$ cat config.mk
export PLATFORM = sky130hd
export DESIGN_NAME = delimited_frame_token_splitter
export DESIGN_NICKNAME = d
export VERILOG_FILES = /design/src/design/dfts_pkg.sv /design/src/design/dfts_front.sv /design/src/design/dfts_queue.sv /design/src/design/dfts_back.sv /design/src/design/delimited_frame_token_splitter.sv
export SDC_FILE = /design/constraint.sdc
export NUM_CORES = 1
export LEC_CHECK = 0
export ABC_AREA = 1
export BUFFER_PORTS_ARGS = -buffer_cell sky130_fd_sc_hd__buf_2
export CAP_MARGIN = 20
export CORE_ASPECT_RATIO = 0.7
export CORE_MARGIN = 2
export CORE_UTILIZATION = 55
export CTS_CLUSTER_DIAMETER = 50
export DETAILED_ROUTE_END_ITERATION = 10
export GPL_ROUTABILITY_DRIVEN = 0
export PLACE_DENSITY = 0.72
export SETUP_SLACK_MARGIN = 0.2
export SLEW_MARGIN = 40
export SYNTH_ARGS = -nofsm -noshare
export SYNTH_HDL_FRONTEND = slang
export SYNTH_SLANG_ARGS = --single-unit
export TNS_END_PERCENT = 100
$ cat constraint.sdc
create_clock -name clock -period 6.1 [get_ports clock]
set_input_delay 1.22 -clock clock [delete_from_list [all_inputs] [get_ports clock]]
set_output_delay 1.22 -clock clock [all_outputs]
set_load 0.1 [all_outputs]
$ cat src/design/dfts_pkg.sv
`timescale 1ns / 1ps

package dfts_pkg;

   // default sizing
   localparam int MAX_TOKENS_DEF = 8;
   localparam int MAX_LENGTH_DEF = 256;

   // results per buffer, field widths and queue depth
   localparam int RESULT_CAP  = 8;
   localparam int CNT_W       = 4;
   localparam int IDX_W       = 3;
   localparam int QUEUE_DEPTH = 2;

   // reset values of the csr registers
   localparam logic [7:0] START_RST   = 8'd42;
   localparam logic [7:0] END_RST     = 8'd35;
   localparam logic [7:0] SEP_RST     = 8'd44;
   localparam logic [3:0] MAX_TOK_RST = 4'd8;

   typedef enum logic [1:0] {
      CSR_START   = 2'd0,
      CSR_END     = 2'd1,
      CSR_SEP     = 2'd2,
      CSR_MAX_TOK = 2'd3
   } csr_index_type;

   typedef enum logic [2:0] {
      ST_OK        = 3'd0,
      ST_NO_START  = 3'd1,
      ST_NO_END    = 3'd2,
      ST_END_FIRST = 3'd3,
      ST_EMPTY     = 3'd4,
      ST_SAME_MARK = 3'd5,
      ST_TOO_LONG  = 3'd6
   } status_type;

   typedef enum logic [1:0] {
      PH_WAIT   = 2'd0,
      PH_FRAME  = 2'd1,
      PH_CLOSED = 2'd2
   } phase_type;

   typedef enum logic {
      BK_IDLE = 1'b0,
      BK_EMIT = 1'b1
   } back_state_type;

   typedef struct packed {
      logic [7:0]       start_mark;
      logic [7:0]       end_mark;
      logic [7:0]       sep_mark;
      logic [CNT_W-1:0] max_tok;
   } cfg_type;

   // one finished buffer, handed from the scanner to the emitter
   typedef struct packed {
      status_type                   status;
      logic                         single;
      logic [CNT_W-1:0]             total;
      logic                         ovf;
      logic [7:0]                   start;
      logic [RESULT_CAP-1:0][7:0]   bounds;
   } job_type;

endpackage

$ cat src/design/dfts_front.sv
`timescale 1ns / 1ps

module dfts_front #(
   parameter int MAX_TOKENS = dfts_pkg::MAX_TOKENS_DEF,
   parameter int MAX_LENGTH = dfts_pkg::MAX_LENGTH_DEF
) (
   input  logic              clock,
   input  logic              reset,
   input  dfts_pkg::cfg_type cfg,
   input  logic              req_valid,
   output logic              req_ready,
   input  logic [7:0]        req_data_byte,
   input  logic              req_end_of_buffer,
   output logic              job_push,
   output dfts_pkg::job_type job_data,
   input  logic              job_full
);
   import dfts_pkg::*;

   localparam int LIMIT_MAX = (MAX_TOKENS < RESULT_CAP) ? MAX_TOKENS : RESULT_CAP;
   localparam int PCNT_W    = $clog2(MAX_LENGTH + 1);

   phase_type         phase_ff, phase_in, phase_nx;
   status_type        err_ff, err_in, err_nx, status;
   logic [PCNT_W-1:0] pos_ff, pos_in;
   logic [PCNT_W-1:0] start_ff, start_in;
   logic [CNT_W-1:0]  cnt_ff, cnt_in, cnt_nx, limit;
   logic              prev_ff, prev_in, prev_nx;
   logic              ovf_ff, ovf_in, ovf_nx;
   logic [7:0]        bnd_ff [LIMIT_MAX];
   logic [7:0]        bnd_in [LIMIT_MAX];
   logic              accept, last, in_range, scan;
   logic              is_start, is_end, is_sep, close_tok, room;

   assign req_ready = !job_full;
   assign accept    = req_valid && req_ready;
   assign last      = accept && req_end_of_buffer;
   assign in_range  = pos_ff < PCNT_W'(MAX_LENGTH);
   assign scan      = accept && in_range;
   assign is_start  = req_data_byte == cfg.start_mark;
   assign is_end    = req_data_byte == cfg.end_mark;
   assign is_sep    = req_data_byte == cfg.sep_mark;
   assign room      = cnt_ff < limit;

   // zero acts as one, large values clip to the table size
   always_comb begin
      if (cfg.max_tok == '0) begin
         limit = CNT_W'(1);
      end else if (cfg.max_tok > CNT_W'(LIMIT_MAX)) begin
         limit = CNT_W'(LIMIT_MAX);
      end else begin
         limit = cfg.max_tok;
      end
   end

   // frame phase
   always_comb begin
      phase_nx = phase_ff;
      if (scan) begin
         case (phase_ff)
            PH_WAIT: begin
               if (is_start) begin
                  phase_nx = (is_end || err_ff == ST_END_FIRST) ? PH_CLOSED : PH_FRAME;
               end
            end
            PH_FRAME: begin
               if (is_end) begin
                  phase_nx = PH_CLOSED;
               end
            end
            default: ;
         endcase
      end
      phase_in = last ? PH_WAIT : phase_nx;
   end

   // error, token count and boundary capture
   always_comb begin
      err_nx    = err_ff;
      start_in  = start_ff;
      cnt_nx    = cnt_ff;
      prev_nx   = prev_ff;
      ovf_nx    = ovf_ff;
      close_tok = 1'b0;
      if (accept && !in_range) begin
         err_nx = ST_TOO_LONG;
      end else if (scan) begin
         case (phase_ff)
            PH_WAIT: begin
               if (is_start) begin
                  if (is_end) begin
                     err_nx = ST_SAME_MARK;
                  end else if (err_ff != ST_END_FIRST) begin
                     start_in = pos_ff;
                     cnt_nx   = '0;
                     prev_nx  = 1'b0;
                  end
               end else if (is_end) begin
                  err_nx = ST_END_FIRST;
               end
            end
            PH_FRAME: begin
               if (is_end) begin
                  if (pos_ff == start_ff + PCNT_W'(1)) begin
                     err_nx = ST_EMPTY;
                  end else if (!prev_ff) begin
                     close_tok = 1'b1;
                  end
               end else if (is_sep) begin
                  close_tok = 1'b1;
                  prev_nx   = 1'b1;
               end else begin
                  prev_nx = 1'b0;
               end
            end
            default: ;
         endcase
      end
      if (close_tok) begin
         if (room) begin
            cnt_nx = cnt_ff + CNT_W'(1);
         end else begin
            ovf_nx = 1'b1;
         end
      end
      for (int i = 0; i < LIMIT_MAX; i++) begin
         bnd_in[i] = (close_tok && room && cnt_ff == CNT_W'(i)) ? 8'(pos_ff) : bnd_ff[i];
      end
   end

   // buffer status, length overrun first
   always_comb begin
      if (err_nx == ST_TOO_LONG) begin
         status = ST_TOO_LONG;
      end else if (phase_nx == PH_WAIT) begin
         status = ST_NO_START;
      end else if (phase_nx == PH_FRAME) begin
         status = ST_NO_END;
      end else begin
         status = err_nx;
      end
   end

   // scan state clears after the final byte
   always_comb begin
      err_in  = last ? ST_OK : err_nx;
      cnt_in  = last ? '0 : cnt_nx;
      prev_in = last ? 1'b0 : prev_nx;
      ovf_in  = last ? 1'b0 : ovf_nx;
      if (last) begin
         pos_in = '0;
      end else if (scan) begin
         pos_in = pos_ff + PCNT_W'(1);
      end else begin
         pos_in = pos_ff;
      end
   end

   assign job_push        = last;
   assign job_data.status = status;
   assign job_data.single = (status != ST_OK) || (cnt_nx == '0);
   assign job_data.total  = cnt_nx;
   assign job_data.ovf    = ovf_nx;
   assign job_data.start  = 8'(start_in);

   for (genvar g = 0; g < RESULT_CAP; g++) begin : g_bounds
      if (g < LIMIT_MAX) begin : g_used
         assign job_data.bounds[g] = bnd_in[g];
      end else begin : g_unused
         assign job_data.bounds[g] = 8'h00;
      end
   end

   always_ff @(posedge clock) begin
      if (reset) begin
         phase_ff <= PH_WAIT;
         err_ff   <= ST_OK;
         pos_ff   <= '0;
         cnt_ff   <= '0;
         prev_ff  <= 1'b0;
         ovf_ff   <= 1'b0;
      end else begin
         phase_ff <= phase_in;
         err_ff   <= err_in;
         pos_ff   <= pos_in;
         cnt_ff   <= cnt_in;
         prev_ff  <= prev_in;
         ovf_ff   <= ovf_in;
      end
   end

   always_ff @(posedge clock) begin
      start_ff <= start_in;
      bnd_ff   <= bnd_in;
   end

endmodule

$ cat src/design/dfts_queue.sv
`timescale 1ns / 1ps

module dfts_queue (
   input  logic              clock,
   input  logic              reset,
   input  logic              push,
   input  dfts_pkg::job_type push_data,
   output logic              full,
   input  logic              pop,
   output logic              valid,
   output dfts_pkg::job_type head
);
   import dfts_pkg::*;

   localparam int PTR_W = (QUEUE_DEPTH > 1) ? $clog2(QUEUE_DEPTH) : 1;
   localparam int OCC_W = $clog2(QUEUE_DEPTH + 1);

   job_type           entry_ff [QUEUE_DEPTH];
   logic [PTR_W-1:0]  wr_ff, wr_in, rd_ff, rd_in;
   logic [OCC_W-1:0]  occ_ff, occ_in;
   logic              do_push, do_pop;

   assign full    = occ_ff == OCC_W'(QUEUE_DEPTH);
   assign valid   = occ_ff != '0;
   assign head    = entry_ff[rd_ff];
   assign do_push = push && !full;
   assign do_pop  = pop && valid;

   always_comb begin
      wr_in  = wr_ff;
      rd_in  = rd_ff;
      occ_in = occ_ff;
      if (do_push) begin
         wr_in = (wr_ff == PTR_W'(QUEUE_DEPTH - 1)) ? '0 : wr_ff + PTR_W'(1);
      end
      if (do_pop) begin
         rd_in = (rd_ff == PTR_W'(QUEUE_DEPTH - 1)) ? '0 : rd_ff + PTR_W'(1);
      end
      if (do_push && !do_pop) begin
         occ_in = occ_ff + OCC_W'(1);
      end else if (do_pop && !do_push) begin
         occ_in = occ_ff - OCC_W'(1);
      end
   end

   always_ff @(posedge clock) begin
      if (reset) begin
         wr_ff  <= '0;
         rd_ff  <= '0;
         occ_ff <= '0;
      end else begin
         wr_ff  <= wr_in;
         rd_ff  <= rd_in;
         occ_ff <= occ_in;
      end
   end

   always_ff @(posedge clock) begin
      if (do_push) begin
         entry_ff[wr_ff] <= push_data;
      end
   end

endmodule

$ cat src/design/dfts_back.sv
`timescale 1ns / 1ps

module dfts_back (
   input  logic                       clock,
   input  logic                       reset,
   input  logic                       job_valid,
   input  dfts_pkg::job_type          job_head,
   output logic                       job_pop,
   output logic                       rsp_valid,
   input  logic                       rsp_ready,
   output logic [2:0]                 rsp_frame_status,
   output logic [dfts_pkg::IDX_W-1:0] rsp_token_index,
   output logic [7:0]                 rsp_token_first,
   output logic [7:0]                 rsp_token_end,
   output logic [dfts_pkg::CNT_W-1:0] rsp_token_total,
   output logic                       rsp_overflowed,
   output logic                       rsp_last_result
);
   import dfts_pkg::*;

   back_state_type   state_ff, state_in;
   job_type          job_ff, job_in;
   logic [IDX_W-1:0] k_ff, k_in;
   logic [7:0]       prev_end_ff, prev_end_in;
   logic             rsp_valid_ff, rsp_valid_in;
   status_type       status_ff, status_in;
   logic [IDX_W-1:0] index_ff, index_in;
   logic [7:0]       first_ff, first_in, end_ff, end_in;
   logic [CNT_W-1:0] total_ff, total_in;
   logic             ovf_ff, ovf_in, last_ff, last_in;
   logic             out_free, emit, final_now;

   assign out_free  = !rsp_valid_ff || rsp_ready;
   assign final_now = job_ff.single || (CNT_W'(k_ff) + CNT_W'(1) == job_ff.total);

   // next state
   always_comb begin
      state_in = state_ff;
      case (state_ff)
         BK_IDLE: begin
            if (job_valid) begin
               state_in = BK_EMIT;
            end
         end
         BK_EMIT: begin
            if (out_free && final_now) begin
               state_in = BK_IDLE;
            end
         end
         default: state_in = BK_IDLE;
      endcase
   end

   // control outputs
   always_comb begin
      job_pop = 1'b0;
      emit    = 1'b0;
      case (state_ff)
         BK_IDLE: job_pop = job_valid;
         BK_EMIT: emit    = out_free;
         default: ;
      endcase
   end

   // result fields and job bookkeeping
   always_comb begin
      job_in      = job_ff;
      k_in        = k_ff;
      prev_end_in = prev_end_ff;
      if (job_ff.single) begin
         status_in = job_ff.status;
         index_in  = '0;
         first_in  = 8'h00;
         end_in    = 8'h00;
         total_in  = '0;
         ovf_in    = 1'b0;
         last_in   = 1'b1;
      end else begin
         status_in = ST_OK;
         index_in  = k_ff;
         first_in  = ((k_ff == '0) ? job_ff.start : prev_end_ff) + 8'd1;
         end_in    = job_ff.bounds[0];
         total_in  = job_ff.total;
         ovf_in    = job_ff.ovf;
         last_in   = final_now;
      end
      if (job_pop) begin
         job_in = job_head;
         k_in   = '0;
      end else if (emit) begin
         job_in.bounds = {8'h00, job_ff.bounds[RESULT_CAP-1:1]};
         k_in          = k_ff + IDX_W'(1);
         prev_end_in   = job_ff.bounds[0];
      end
      if (emit) begin
         rsp_valid_in = 1'b1;
      end else if (rsp_ready) begin
         rsp_valid_in = 1'b0;
      end else begin
         rsp_valid_in = rsp_valid_ff;
      end
   end

   always_ff @(posedge clock) begin
      if (reset) begin
         state_ff     <= BK_IDLE;
         rsp_valid_ff <= 1'b0;
      end else begin
         state_ff     <= state_in;
         rsp_valid_ff <= rsp_valid_in;
      end
   end

   always_ff @(posedge clock) begin
      job_ff      <= job_in;
      k_ff        <= k_in;
      prev_end_ff <= prev_end_in;
      if (emit) begin
         status_ff <= status_in;
         index_ff  <= index_in;
         first_ff  <= first_in;
         end_ff    <= end_in;
         total_ff  <= total_in;
         ovf_ff    <= ovf_in;
         last_ff   <= last_in;
      end
   end

   assign rsp_valid        = rsp_valid_ff;
   assign rsp_frame_status = status_ff;
   assign rsp_token_index  = index_ff;
   assign rsp_token_first  = first_ff;
   assign rsp_token_end    = end_ff;
   assign rsp_token_total  = total_ff;
   assign rsp_overflowed   = ovf_ff;
   assign rsp_last_result  = last_ff;

endmodule

$ cat src/design/delimited_frame_token_splitter.sv
`timescale 1ns / 1ps

// delimited frame token splitter
// req channel: one buffer byte per word (req_data_byte), req_end_of_buffer high on
//   the final byte. bytes are taken one per cycle while the frame queue has room.
// rsp channel: at buffer end, one word per token (start position, end position,
//   index, total, overflow) or a single status word for a malformed buffer;
//   rsp_last_result marks the final word of a buffer.
// csr channel: csr_index picks start marker, end marker, separator or token limit,
//   csr_wdata carries the value; always ready, write only while idle.
// results: the first result word follows the final byte through the frame queue and
//   the emitter, then one word per cycle within a buffer while rsp_ready is high.
// throughput: one byte per cycle while the queue has room, set by the single-byte scanner.
// a two-entry frame queue sits between scanner and emitter, so the next buffer
//   scans while the previous one is still being emitted.
// reset: scan state, queue and output register clear, csr values return to
//   '*', '#', ',' and 8 tokens.
// rsp stall: the output register holds its word, the emitter waits, the queue
//   fills, and req_ready drops once both queue entries hold finished buffers.
module delimited_frame_token_splitter #(
   parameter int MAX_TOKENS = dfts_pkg::MAX_TOKENS_DEF,
   parameter int MAX_LENGTH = dfts_pkg::MAX_LENGTH_DEF
) (
   input  logic       clock,
   input  logic       reset,
   input  logic       req_valid,
   output logic       req_ready,
   input  logic [7:0] req_data_byte,
   input  logic       req_end_of_buffer,
   output logic       rsp_valid,
   input  logic       rsp_ready,
   output logic [2:0] rsp_frame_status,
   output logic [2:0] rsp_token_index,
   output logic [7:0] rsp_token_first,
   output logic [7:0] rsp_token_end,
   output logic [3:0] rsp_token_total,
   output logic       rsp_overflowed,
   output logic       rsp_last_result,
   input  logic       csr_valid,
   output logic       csr_ready,
   input  logic [1:0] csr_index,
   input  logic [7:0] csr_wdata
);
   import dfts_pkg::*;

   cfg_type cfg_ff, cfg_in;
   logic    csr_write;
   logic    job_push, job_full, job_pop, job_valid;
   job_type job_data, job_head;

   // csr registers, a write takes effect in the cycle after it is accepted
   assign csr_ready = 1'b1;
   assign csr_write = csr_valid && csr_ready;

   always_comb begin
      cfg_in = cfg_ff;
      if (csr_write) begin
         case (csr_index_type'(csr_index))
            CSR_START:   cfg_in.start_mark = csr_wdata;
            CSR_END:     cfg_in.end_mark   = csr_wdata;
            CSR_SEP:     cfg_in.sep_mark   = csr_wdata;
            CSR_MAX_TOK: cfg_in.max_tok    = csr_wdata[CNT_W-1:0];
            default: ;
         endcase
      end
   end

   always_ff @(posedge clock) begin
      if (reset) begin
         cfg_ff.start_mark <= START_RST;
         cfg_ff.end_mark   <= END_RST;
         cfg_ff.sep_mark   <= SEP_RST;
         cfg_ff.max_tok    <= MAX_TOK_RST;
      end else begin
         cfg_ff <= cfg_in;
      end
   end

   // scanner: classifies each byte, keeps token boundaries, closes the buffer
   dfts_front #(
      .MAX_TOKENS (MAX_TOKENS),
      .MAX_LENGTH (MAX_LENGTH)
   ) u_front (
      .clock             (clock),
      .reset             (reset),
      .cfg               (cfg_ff),
      .req_valid         (req_valid),
      .req_ready         (req_ready),
      .req_data_byte     (req_data_byte),
      .req_end_of_buffer (req_end_of_buffer),
      .job_push          (job_push),
      .job_data          (job_data),
      .job_full          (job_full)
   );

   // finished buffers waiting for the emitter
   dfts_queue u_queue (
      .clock     (clock),
      .reset     (reset),
      .push      (job_push),
      .push_data (job_data),
      .full      (job_full),
      .pop       (job_pop),
      .valid     (job_valid),
      .head      (job_head)
   );

   // emitter: walks the boundaries, one result word per cycle while the receiver is ready
   dfts_back u_back (
      .clock            (clock),
      .reset            (reset),
      .job_valid        (job_valid),
      .job_head         (job_head),
      .job_pop          (job_pop),
      .rsp_valid        (rsp_valid),
      .rsp_ready        (rsp_ready),
      .rsp_frame_status (rsp_frame_status),
      .rsp_token_index  (rsp_token_index),
      .rsp_token_first  (rsp_token_first),
      .rsp_token_end    (rsp_token_end),
      .rsp_token_total  (rsp_token_total),
      .rsp_overflowed   (rsp_overflowed),
      .rsp_last_result  (rsp_last_result)
   );

endmodule

==> out/results.txt <==
The post-synthesis async set-or-reset flop share works out to 0%. The tools report the max-slew violation total from the final report as 0. Worst min-delay path startpoint: u_queue.rd_ff$_SDFFE_PP0P_. Setup repair after global routing left no endpoint under its margin.

The mean post-synth cell area works out to 10.5 µm². After detailed routing, the number of remaining DRC violations is 0. For the worst-skew pair, the clock arrives at the later sink with an insertion delay of 550 ps. The type of the tightest min-delay check is reg -> reg. The global-route track usage on met1 came out at 30.5%. The clock root buffer is sky130_fd_sc_hd__clkbuf_16. The number of hold buffers added after CTS was 0.

In this design, the largest share of critical-path delay is due to simple AND/OR/NAND/NOR gates. The global routing's busiest layer was met2. TritonCTS built the clock tree. Per report_power, the sequential group accounts for 48.0% of the total.

Together, buffers and inverters on the worst path number 2. The critical path arrival was 3130 ps; the total of warnings raised by yosys was 0. The top-area cell type share of the netlist area was 50.1%. The count of antenna diodes in the layout was 0. The register clock-pin slew on the reported worst setup and hold paths came out at 60 ps. Summed over all nets, the half-perimeter wirelength after detailed placement is 20.4 mm. Sorting the synthesized cells by area gives the leading types as sky130_fd_sc_hd__edfxtp_1 (50%), sky130_fd_sc_hd__dfxtp_1 (16%), sky130_fd_sc_hd__nand2_1 (8.3%). Summing all non-filler instances in the final layout gives an area of 0.0188 mm². At the end of the flow, the number of nets in the layout was 1685. The routed wirelength normalized by instance count works out to 15.4 µm. The internal power summed over all cells is 5.49 mW. In the final layout, the share of cells above drive strength 1 is 13.6%. At the pin with the least slew margin, the transition time is 811 ps. Entering global routing, the biggest net connects 111 pins. The global-route wire length before repair was 52.3 mm; the largest voltage drop on the vdd net was 0.319 mV. The die covers 0.0320 mm². Gates resized during post-CTS repair numbered 0. The largest incremental delay on the critical path is 280 ps, and the area after detailed placement is 0.0174 mm². The fraction of power spent switching nets works out to 32.0%. After synthesis, the netlist uses 49 different library cells. The critical path startpoint category is an input port. Max-cap violations in this run came to 0. The run gives 32.2 mm as the final wirelength. Walking the worst path, the cells encountered are buf_2 -> xnor2_1 -> nand2_1 -> nor2_4 -> nand4_1 -> nand2_1 -> nand2_1 -> nor2_2 -> nand4_4 -> o21ai_1 -> inv_1. The time the final worst path needs with I/O delays and setup is 2850 ps. The critical path in this run is classified as in -> reg. Among all flip-flop cells after synthesis, the most frequent one is sky130_fd_sc_hd__edfxtp_1. The mean number of vias per cell is 5.15. From bottom edge to top edge, the die measures 150 µm.

For the length of the first detailed-routing pass in iterations, the log shows 5. Number of global-route vias before repair: 10200. Count of flip-flops with a built-in enable after synthesis: 280. Area of the placeable core: 0.0300 mm². The critical path starts at req_data_byte[6].

The relative slew slack was 45.9%; the antenna violation net count after detailed routing was 0. After the first detailed-routing iteration, the DRC count stood at 940. The initial antenna violation count came out at 0.

The routed layout has 10800 vias. The top-level port count is 55. STA classifies the critical path endpoint as a flop. Of all nets on the critical path, the largest fanout is 16. Net switching power: 2.58 mW. STA puts the critical path data required time at 6380 ps. The synthesized area is 0.0168 mm². The tools report the starting density of the core as 55.9%. The cell repeated most along the worst path is sky130_fd_sc_hd__nand2_1. In this run the tool buffered the top-level ports with 53 buffer cells. In this run, CTS created clock tree buffers numbering 40. In this run, the combinational gates consume 22.1% of the power.

Setup violations remaining at the end of the flow were counted as 0. The run gives 2 as the CTS H-tree depth. In this run, the clock network consumes 29.9% of the power.

The commonest cells after synthesis are sky130_fd_sc_hd__nand2_1 (372), sky130_fd_sc_hd__edfxtp_1 (280), sky130_fd_sc_hd__inv_1 (202). The met2 usage is 32.7%. The run gives 0 as the sum of overflow across all layers after global routing.

The die boundary width works out to 213 µm. The most common cell in the netlist was sky130_fd_sc_hd__nand2_1. The analysis attributes to cell leakage a power of 7.51 nW. The run gives 1629 as the number of nets in the synthesized netlist. For this run, global-route usage on met3 was measured as 4.03%. The biggest area contributor in the post-synthesis netlist is sky130_fd_sc_hd__edfxtp_1.

The power density normalized to cell area is 430 mW/mm², and the number of instances in the synthesized netlist is 1592. The run gives 448 ps as the worst hold slack across all endpoints. The run finished with clean final reports. The register bit total from synthesis was 410. The sum of internal, switching and leakage power is 8.07 mW. The count of final hold-check violations came out at 0.

The critical path's slowest cell was sky130_fd_sc_hd__xnor2_1. Of the synthesized area, sequential elements account for 65.6%. The worst path uses 46.8% of the clock period. The number of sinks on the clock net is 410.

The final setup skew was 22.6 ps; the number of placement rows was 53. For this run, the top clock speed supported by timing is 351 MHz. After clock tree synthesis, the setup repair step added 0 buffers.

The all-layer global routing usage came out at 21.0%. The setup total negative slack was 0 ps; the signed area change from the synthesized netlist to the final layout was 11.7%. The number of buffers on the longest clock path came out at 3. The worst register-to-register path begins at u_queue.occ_ff[0]$_SDFFE_PP0P_.
-- cells in the final DEF (no fill, tap or decap), types with 3 or more instances in the layout --
cell	synthesis	layout
sky130_fd_sc_hd__buf_2	3	53
sky130_fd_sc_hd__buf_4	2	10
sky130_fd_sc_hd__o21ai_2	26	26
sky130_fd_sc_hd__nand4_1	10	10
sky130_fd_sc_hd__xor2_1	7	7
sky130_fd_sc_hd__inv_2	9	12
sky130_fd_sc_hd__edfxtp_1	280	280
sky130_fd_sc_hd__inv_1	202	200
sky130_fd_sc_hd__clkbuf_1	33	9
sky130_fd_sc_hd__clkbuf_16	0	40
sky130_fd_sc_hd__dfxtp_1	130	129
sky130_fd_sc_hd__ha_1	13	13
sky130_fd_sc_hd__clkinv_1	1	3
sky130_fd_sc_hd__o21ai_1	31	31
sky130_fd_sc_hd__nor2_2	6	7
sky130_fd_sc_hd__clkinvlp_4	0	3
sky130_fd_sc_hd__o211ai_1	8	8
sky130_fd_sc_hd__mux2i_1	6	6
sky130_fd_sc_hd__nor3_1	10	10
sky130_fd_sc_hd__o21ai_0	169	169
sky130_fd_sc_hd__nand2_4	6	6
sky130_fd_sc_hd__mux2_2	26	26
sky130_fd_sc_hd__nor2_4	7	9
sky130_fd_sc_hd__clkinv_2	0	4
sky130_fd_sc_hd__nor2_1	104	101
sky130_fd_sc_hd__a21oi_1	37	37
sky130_fd_sc_hd__nand3_1	43	43
sky130_fd_sc_hd__clkbuf_8	0	7
sky130_fd_sc_hd__xnor2_1	7	7
sky130_fd_sc_hd__nand2_2	3	4
sky130_fd_sc_hd__nand2_1	372	371
-- metal layers --
metal | wire (µm) | up-vias
li1 | - | 5418
met1 | 15400 | 5053
met2 | 14300 | 252
met3 | 1840 | 42
met4 | 570 | 0
met5 | 0 | -
-- through the flow --
step | utilization [%] | setup WS [ps] | cells
after floorplan | - | 649 | 1592
after global placement | 57.9 | 2780 | 2016
after detailed placement | 57.9 | 2720 | 2016
after CTS | 62.3 | 3280 | 2089
after global routing | 62.4 | 3090 | 2091
final | 62.4 | 3250 | 2091
-- worst reg2reg max path, cell delays in order, from the launching register on --
cell	delay, ps
sky130_fd_sc_hd__dfxtp_1	370
sky130_fd_sc_hd__nor2_1	100
sky130_fd_sc_hd__nor2_2	90
sky130_fd_sc_hd__buf_4	390
sky130_fd_sc_hd__inv_2	190
sky130_fd_sc_hd__nand2_2	510
sky130_fd_sc_hd__buf_4	670
-- area by class of cell --
cell class / instances / area [µm²]
multi-input combinational: 918 / 4730
clock inverter: 17 / 176
inverter: 212 / 796
tap: 412 / 515
clock buffer: 56 / 1130
sequential: 410 / 11000
timing repair buffer: 66 / 390
fill: 2331 / 11300
-- state kept, by name, summed over array words and instances, names as in the netlist, 2 cells and up, named ones only --
signal and cells:
u_back.rsp_token_index 3, u_front.phase_ff 2, u_back.rsp_frame_status 3, cfg_ff 28, u_back.k_ff 3, u_queue.occ_ff 2, u_front.start_ff 9, u_back.rsp_token_end 8
u_front.bnd_ff 64, u_back.rsp_token_total 4, u_back.prev_end_ff 8, u_queue.entry_ff 162, u_front.cnt_ff 4, u_back.job_ff 81, u_front.err_ff 3, u_front.pos_ff 9
u_back.rsp_token_first 8
-- kinds of logic after synthesis --
logic type      share of synthesized area (%)
compound gates                           9.39
xor+xnor                                0.731
fa+ha+maj                               0.969
buf+inv                                  6.34
flops                                    65.6
mux                                      2.10
other cells                            0.0223
simple gates                             14.8
-- power by group through the flow --
stage	combinational, mW	sequential, mW	clock [mW]
after detailed placement	1.77	3.94	0
after global placement	1.73	3.93	0
final	1.78	3.87	2.42
after global routing	1.98	3.93	2.59
after CTS	1.79	3.88	2.47
after floorplan	1.06	4.20	0
-- final timing paths --
path,slack [ps],end,cells past startpoint
worst max-delay path,3250,u_queue.entry_ff[1][24]$_DFFE_PP_,11
worst min-delay path,450,flop,1
worst min register to register,450,flop,1
worst max register to register,3390,u_back.job_ff[43]$_DFFE_PP_,6
Note: power is estimated with default switching activity, not from simulation.
